===== src/design/choc_pkg.sv =====
// Shared types and constants for the choppiness index window block.
// No dependencies; used by every module in the design folder.
package choc_pkg;

  localparam int PRICE_W  = 32;
  localparam int WIN_MAX  = 64;
  localparam int PTR_W    = $clog2(WIN_MAX);
  localparam int CNT_W    = 7;
  localparam int SUM_W    = PRICE_W + PTR_W;
  localparam int POS_W    = $clog2(SUM_W);
  localparam int FRAC_W   = 16;
  localparam int LOG_W    = POS_W + FRAC_W;
  localparam int MANT_W   = 32;
  localparam int SCALE_W  = 15;
  localparam int NUM_W    = LOG_W + SCALE_W;
  localparam int QCNT_W   = $clog2(NUM_W);
  localparam int OUT_W    = 16;

  localparam logic [CNT_W-1:0]   WIN_RESET  = 7'd14;
  localparam logic [CNT_W-1:0]   WIN_LOW    = 7'd2;
  localparam logic [CNT_W-1:0]   WIN_HIGH   = 7'd64;
  localparam logic [SCALE_W-1:0] SCALE_Q88  = 15'd25600;
  localparam logic [OUT_W-1:0]   FLAT_VALUE = 16'd25600;
  localparam logic [OUT_W-1:0]   SAT_VALUE  = 16'hFFFF;

  typedef struct packed {
    logic [PRICE_W-1:0] price_high;
    logic [PRICE_W-1:0] price_low;
    logic [PRICE_W-1:0] price_close;
  } candle_t;

  typedef struct packed {
    logic [OUT_W-1:0] chop_value;
    logic             result_valid;
    logic             range_flat;
  } result_t;

  // One classified candle, handed from the front to the back.
  typedef struct packed {
    logic [PRICE_W-1:0] high;
    logic [PRICE_W-1:0] low;
    logic [PRICE_W-1:0] true_range;
    logic               live;
    logic [CNT_W-1:0]   win;
  } job_t;

endpackage


===== src/design/choc_queue.sv =====
// Two-entry queue of classified candles between front and back.
// Depends on choc_pkg.
module choc_queue (
  input  logic           clk,
  input  logic           rst_n,
  input  logic           push,
  input  choc_pkg::job_t push_data,
  output logic           full,
  input  logic           pop,
  output logic           valid,
  output choc_pkg::job_t head
);

  choc_pkg::job_t slot_r [2];
  logic           wr_r, rd_r;
  logic [1:0]     fill_r;

  assign full  = (fill_r == 2'd2);
  assign valid = (fill_r != 2'd0);
  assign head  = slot_r[rd_r];

  // store entries
  always_ff @(posedge clk) begin
    if (push) slot_r[wr_r] <= push_data;
  end

  // advance pointers and fill level
  always_ff @(posedge clk) begin
    if (!rst_n) begin
      wr_r   <= 1'b0;
      rd_r   <= 1'b0;
      fill_r <= 2'd0;
    end else begin
      if (push) wr_r <= !wr_r;
      if (pop)  rd_r <= !rd_r;
      fill_r <= fill_r + {1'b0, push} - {1'b0, pop};
    end
  end

endmodule


===== config.mk =====
export PLATFORM = sky130hd
export DESIGN_NAME = choc_queue
export DESIGN_NICKNAME = d
export VERILOG_FILES = /design/src/design/choc_pkg.sv /design/src/design/choc_queue.sv
export SDC_FILE = /design/constraint.sdc
export NUM_CORES = 1
export LEC_CHECK = 0
export BUFFER_PORTS_ARGS = -buffer_cell sky130_fd_sc_hd__buf_2
export CORE_ASPECT_RATIO = 1.5
export CORE_MARGIN = 5
export CORE_UTILIZATION = 40
export CTS_BUF_LIST = sky130_fd_sc_hd__clkbuf_8
export CTS_CLUSTER_DIAMETER = 150
export CTS_CLUSTER_SIZE = 16
export DETAILED_ROUTE_END_ITERATION = 12
export GPL_TIMING_DRIVEN = 1
export HOLD_SLACK_MARGIN = 0.02
export SKIP_CTS_REPAIR_TIMING = 1
export SYNTH_ARGS = -nofsm -noshare
export SYNTH_HDL_FRONTEND = slang
export SYNTH_SLANG_ARGS = --single-unit

===== constraint.sdc =====
create_clock -name clk -period 9.7 [get_ports clk]
set_clock_uncertainty 0.05 [all_clocks]
set_input_delay 0.485 -clock clk [delete_from_list [all_inputs] [get_ports clk]]
set_output_delay 0.485 -clock clk [all_outputs]
set_load 0.02 [all_outputs]

* After elaboration in Yosys (flattened, before gate mapping)
Memories as Yosys holds them, arrays and structs flattened. A register that Yosys moved wholly into a read port is not among the register bits.
Index checks and enable logic that the tools add are counted.
** Word-level totals
- Register bits after elaboration :: 4
- Bits in writable memories :: 208
- Input bits :: 108
- Output and inout port bits :: 106
- Logic and storage cells :: 14
- Memories :: 1
** Memories
- slot_r :: words 2, bits a word 104, read ports 1, clocked after Yosys merged registers in 1, write ports 1, RTL line choc_queue.sv:14 : choc_pkg::job_t slot_r [2];
** Cells by class
- Add/subtract/negate cells :: 2
- Equality and inequality tests :: 1
- Multiplexer cells :: 4
- Reductions and logical operators :: 3
** Operators by type and width (count)
- $mux 1 :: 4
- $add 2x1->2 :: 1
- $eq 2x2->1 const B :: 1
- $logic_not 1->1 :: 2
- $reduce_bool 2->1 :: 1
- $sub 2x1->2 :: 1

* Logic depth before layout (Yosys ltp)
Gate-level depths: netlist of the first run.
- Depth in word-level cells :: 3
- Depth in mapped cells :: 6
- Depth with buffers taken out :: 6

* Least setup slack after synthesis of the first run
Ideal clock, no wire load.
- Path kind :: in2reg
- From :: input port push
- To :: memory slot_r[0][0] (netlist name), enable pin
- Setup time :: 0.581 ns
- Arrival time :: 5.039 ns
- Data required time :: 9.069 ns
- Slack :: 4.030 ns
- Stages on the path :: 1
- Buffers on the path :: 0
- Cells stage by stage :: nor2b_1
** On the way
- Cells in the longest elaborated chain, start to end :: 2
** Ends and longest elaborated chain
- start: declaration :: RTL line choc_queue.sv:6 : input logic push,
- $mux 1 :: RTL line choc_queue.sv:24 : if (push) slot_r[wr_r] <= push_data;
- $mux 1 (not written as such) :: RTL line choc_queue.sv:24
- end: declaration :: RTL line choc_queue.sv:14
Every way passes these cells.

==> impl_metrics.env, run 1 <==
export IMPL_hold_end="slot_r[0][7]"
export IMPL_hold_depth=1
export IMPL_synth_async_reset_ratio_pct=0
export IMPL_synth_nets=455
export IMPL_dieHeight_um=183.0
export IMPL_critPathBufInv=2
export IMPL_layout_nets=679
export IMPL_grt_pass1_vias=4392
export IMPL_num_rows=63
export IMPL_grt_pass1_wl_um=23200
export IMPL_vias_per_cell=4.600
export IMPL_dpl_cell_count=810
export IMPL_fin_cells=836
export IMPL_clkLatencyLatePin_ns=0.50
export IMPL_leakagePower_nw=3.704
export IMPL_cp_end_kind="output port"
export IMPL_crit_slowest_cell="dfxtp_4"
export IMPL_routedWlPerCell_um=18.18
export IMPL_area_growth_pct=20.09
export IMPL_slew_violations=0
export IMPL_crit_chain="buf_4 > mux2_2 > buf_2"
export IMPL_worst_r2r_endpoint="slot_r[1][66]"
export IMPL_dpl_hpwl_um=10380
export IMPL_cp_max_fo=54
export IMPL_cts_reportedPaths_clkPinSlew_ns=0.11
export IMPL_path_class="flop to output port"
export IMPL_ioPinCount=214
export IMPL_holdWs_ns=0.09962
export IMPL_cts_buffers=17
export IMPL_ys_top_cells_by_count="edfxtp_1 (208), mux2_4 (60), mux2_2 (44), buf_6 (7), dfxtp_1 (5)"
export IMPL_synth_ff_type="edfxtp_1"
export IMPL_synth_area_leaders="edfxtp_1 (78%), mux2_4 (11%), mux2_2 (6.2%)"
export IMPL_rsz0062_at_grt="no"
export IMPL_crit_arrival_ns=2.93
export IMPL_clockBufferDepth=3
export IMPL_yosysWarnings=0
export IMPL_min_period_ns=3.462
export IMPL_drt_iter0_drc=199
export IMPL_initial_core_util_pct=40.51
export IMPL_cts_tree="done"
export IMPL_drc=0
export IMPL_r2r_cells=2
export IMPL_place_gp_congestion=0.6989
export IMPL_slew_headroom_pct=38.72
export IMPL_hold_start="push_data[7]"
export IMPL_die_w_um=125.4
export IMPL_netlist_instances=345
export IMPL_wirelength_um=15200
export IMPL_synth_most_common_cell="edfxtp_1"
export IMPL_portBuffers=213
export IMPL_synth_top_area_share_pct=78.23
export IMPL_synth_edf_count=208
export IMPL_die_area_um2=22940
export IMPL_fillers=1705
export IMPL_status="completed"
export IMPL_synth_distinct_cells=15
export IMPL_cp_start_kind="flop"
export IMPL_ir_drop_mv=0.1276
export IMPL_grt_max_degree=55
export IMPL_clock_root_buffer="clkbuf_8"
export IMPL_ys_ff_latch=213
export IMPL_worst_slew_pin_slew_ns=0.9191
export IMPL_synth_area_um2=7984
export IMPL_cellPowerDensity_nw_per_um2=185.5
export IMPL_hold_class="input pin to flop"
export IMPL_syn_avg_cell_area_um2=23.14
export IMPL_hold_viol=0
export IMPL_fp_coreArea_um2=19710
export IMPL_grt_util_all_layers_pct=12.84
export IMPL_drtPass1Iterations=5
export IMPL_maxCapViolations=0
export IMPL_fin_tns_setup_ns=0
export IMPL_drive_gt1_share_pct=59.83
export IMPL_grt_ovfl_total=0
export IMPL_fin_crit_sh_pct=35.69
export IMPL_r2r_start="wr_r"
export IMPL_synth_top_cell_by_area="edfxtp_1"
export IMPL_cp_required_ns=9.17
export IMPL_critPathTopFamily="flip-flops"
export IMPL_cts_htree_levels=1
export IMPL_setup_violations=0
export IMPL_reg2reg_slack_ns=7.44
export IMPL_critPathMaxStageDelay_ns=0.96
export IMPL_fmax_mhz=288.9
export IMPL_seq_area_frac_synth_pct=79.49
export IMPL_antenna_found_initial=3
export IMPL_ant_nets=0
export IMPL_clock_sinks=213
export IMPL_vias=3846
cell families after synthesis:
kind of cell | count (synthesis) | synth area share (%)
DFF | 213 | 79.49
muxes | 104 | 17.49
buffers and inverters | 14 | 1.520
and+or+nand+nor | 9 | 0.7052
xor gates and xnor gates | 2 | 0.3918
adders and majority gates | 2 | 0.3134
AOI/OAI and AO/OA | 1 | 0.09406
worst max-delay path by stage:
| stage | start | end | slack (ns) | cells after the start |
|---|---|---|---|---|
| 4_1_cts | flop | head[31] | 6.16 | 3 |
| 2_1_floorplan | push | slot_r[0][0] | 4.03 | 1 |
| 3_5_place_dp | flop | head[31] | 6.76 | 3 |
| 6_report | flop | head[5] | 6.24 | 3 |
| 3_3_place_gp | flop | head[3] | 6.79 | 3 |
| 5_1_grt | flop | head[10] | 6.06 | 3 |
routing by layer:
metal | global-route usage, % | share of wire, % | up-vias
met5 | 0 | 0.14 | -
met4 | 3.863 | 1.9 | 4
met3 | 3.642 | 6.7 | 22
met2 | 24.76 | 56 | 126
met1 | 13.45 | 35 | 1891
li1 | - | - | 1803
cell usage in the layout, fill, tap and decap left out, drive strengths merged:
cell type / Yosys / final
and2: 4 / 4
buf: 12 / 217
clkbuf: 0 / 17
clkinv: 0 / 1
clkinvlp: 0 / 1
dfxtp: 5 / 5
diode: 0 / 1
edfxtp: 208 / 208
ha: 2 / 2
inv: 2 / 8
mux2: 104 / 104
nor2b: 4 / 4
o21a: 1 / 1
or2: 1 / 1
xnor3: 1 / 1
xor2: 1 / 1
power breakdown:
group          internal, mW  leakage [nW]  switching [mW]
Sequential             1.06          1.99          0.0228
Combinational         0.116          1.55           0.138
Clock                 0.166         0.161           0.273
sequential cells by signal (all words and copies together), names as in the netlist, named ones only:
name	count
wr_r	1
slot_r	208
fill_r	2
rd_r	1
layout make-up:
class | instances | area, µm² | area share [%]
well taps | 260 | 325.3 | 3.393
diodes | 1 | 2.502 | 0.02610
repair buffers | 217 | 1096 | 11.43
clock inverters | 8 | 46.29 | 0.4828
inverters | 2 | 7.507 | 0.07830
multi-input cells | 118 | 1526 | 15.92
flip-flops and latches | 213 | 6350 | 66.23
clock buffers | 17 | 234.0 | 2.440
through the flow:
stage	instance area [µm²]	util (%)	power, mW	setup slack, ns
after detailed placement	9305	47.22	1.367	6.761
after global routing	9588	48.65	1.864	6.065
after floorplan	7984	-	1.281	4.030
after global placement	9305	47.22	1.361	6.792
after CTS	9585	48.64	1.813	6.161
final	9588	48.65	1.779	6.238
worst register-to-register path, stage by stage (launching register included):
cell and delay (ns):
dfxtp_1 0.40, and2_4 0.67, buf_4 0.73
Power figures use the tool's default switching activity.
==> run 2: changes to the inputs <==
Settings changed: PLACE_DENSITY set to 0.66.
Clock period 9.7 ns to 3 ns, I/O delays scaled along.
==> impl_metrics.env, run 2 (same netlist as run 1, synthesis figures left out) <==
export IMPL_drt_iter0_drc=201
export IMPL_holdWs_ns=0.3273
export IMPL_ant_nets=0
export IMPL_dpl_cell_count=811
export IMPL_fillers=1586
export IMPL_initial_core_util_pct=40.51
export IMPL_hold_class="input pin to flop"
export IMPL_cp_end_kind="output port"
export IMPL_fmax_mhz=435.5
export IMPL_antenna_found_initial=1
export IMPL_die_w_um=125.4
export IMPL_cts_htree_levels=1
export IMPL_vias_per_cell=4.552
export IMPL_clock_sinks=213
export IMPL_layout_common_cells="buf_2 (213), edfxtp_1 (208), dlygate4sd3_1 (108)"
export IMPL_ioPinCount=214
export IMPL_post_dp_cell_area_um2=9363
export IMPL_top_regs="slot_r: 208 flops, fill_r: 2 flops"
export IMPL_total_power_mw=5.850
export IMPL_fp_coreArea_um2=19710
export IMPL_crit_arrival_ns=2.10
export IMPL_drtPass1Iterations=5
export IMPL_cellPowerDensity_nw_per_um2=545.8
export IMPL_grt_pass1_vias=4370
export IMPL_cp_max_fo=35
export IMPL_setup_violations=0
export IMPL_maxCapViolations=0
export IMPL_place_ws_ns=1.186
export IMPL_cts_buffers=17
export IMPL_min_period_ns=2.296
export IMPL_fin_ws_ns=0.7038
export IMPL_cts_reportedPaths_clkPinSlew_ns=0.10
export IMPL_wirelength_um=16070
export IMPL_grt_util_all_layers_pct=12.36
export IMPL_area_growth_pct=34.26
export IMPL_ir_drop_mv=0.4207
export IMPL_fin_tns_setup_ns=0
export IMPL_slew_headroom_pct=60.06
export IMPL_num_rows=63
export IMPL_vias=4297
export IMPL_clock_root_buffer="clkbuf_8"
export IMPL_portBuffers=213
export IMPL_utilization_pct=54.39
export IMPL_status="completed"
export IMPL_clockBufferDepth=3
export IMPL_dieHeight_um=183.0
export IMPL_rsz0062_at_grt="no"
export IMPL_drc=0
export IMPL_path_class="flop to output port"
export IMPL_leakagePower_nw=4.176
export IMPL_hold_viol=0
export IMPL_grt_max_degree=106
export IMPL_largest_reg_flops=208
export IMPL_dpl_hpwl_um=10480
export IMPL_die_area_um2=22940
export IMPL_clkLatencyLatePin_ns=0.48
export IMPL_grt_pass1_wl_um=22580
export IMPL_worst_slew_pin_slew_ns=0.5991
export IMPL_cp_required_ns=2.80
export IMPL_place_gp_congestion=0.7244
export IMPL_layout_nets=788
export IMPL_cp_start_kind="flop"
export IMPL_routedWlPerCell_um=17.02
export IMPL_fin_crit_sh_pct=76.54
export IMPL_design_area_um2=10720
export IMPL_grt_ovfl_total=0
export IMPL_drive_gt1_share_pct=50.37
export IMPL_top_register="slot_r"
export IMPL_slew_violations=0
export IMPL_final_common_cell="buf_2"
export IMPL_cts_tree="done"
export IMPL_fin_cells=944
## run 2: changes by cell type in the layout (fill, tap and decap cells not counted)
cell | previous run | this run
buf_12 | 0 | 4
buf_4 | 4 | 1
clkinvlp_4 | 1 | 0
dlygate4sd3_1 | 0 | 108
## run 2: final timing paths
| check | slack (ns) | to | cells past startpoint | from |
|---|---|---|---|---|
| worst max register to register | 1.20 | wr_r | 4 | wr_r |
| worst max-delay path | 0.70 | head[8] | 3 | flop |
| worst min-delay path | 0.33 | slot_r[0][34] | 2 | push_data[34] |
| worst min register to register | 0.52 | flop | 2 | rd_r |
## run 2: layer usage
| layer | up-vias | global-route usage [%] | wire length [µm] |
|---|---|---|---|
| li1 | 2016 | - | - |
| met1 | 2117 | 13.15 | 6027 |
| met2 | 143 | 23.14 | 8744 |
| met3 | 21 | 4.079 | 980 |
| met4 | 0 | 3.776 | 317 |
| met5 | - | 0 | 0 |
## run 2: layout make-up
cell class	instances	area [µm²]	area share [%]
multi-input cells	118	1526	14.24
well taps	260	325.3	3.035
diodes	1	2.502	0.02335
repair buffers	326	2235	20.85
inverters	2	7.507	0.07004
flip-flops and latches	213	6350	59.24
clock buffers	17	234.0	2.183
clock inverters	7	38.79	0.3619
## run 2: worst max-delay path, stage by stage (launching register included)
cell and delay, ns:
dfxtp_4 0.70, buf_12 0.33, mux2_2 0.39, buf_2 0.16
## run 2: power by group
part / switching (mW) / internal [mW]
sequential: 0.0605 / 3.44
combinational: 0.490 / 0.477
clock: 0.855 / 0.533
total: 1.40 / 4.45
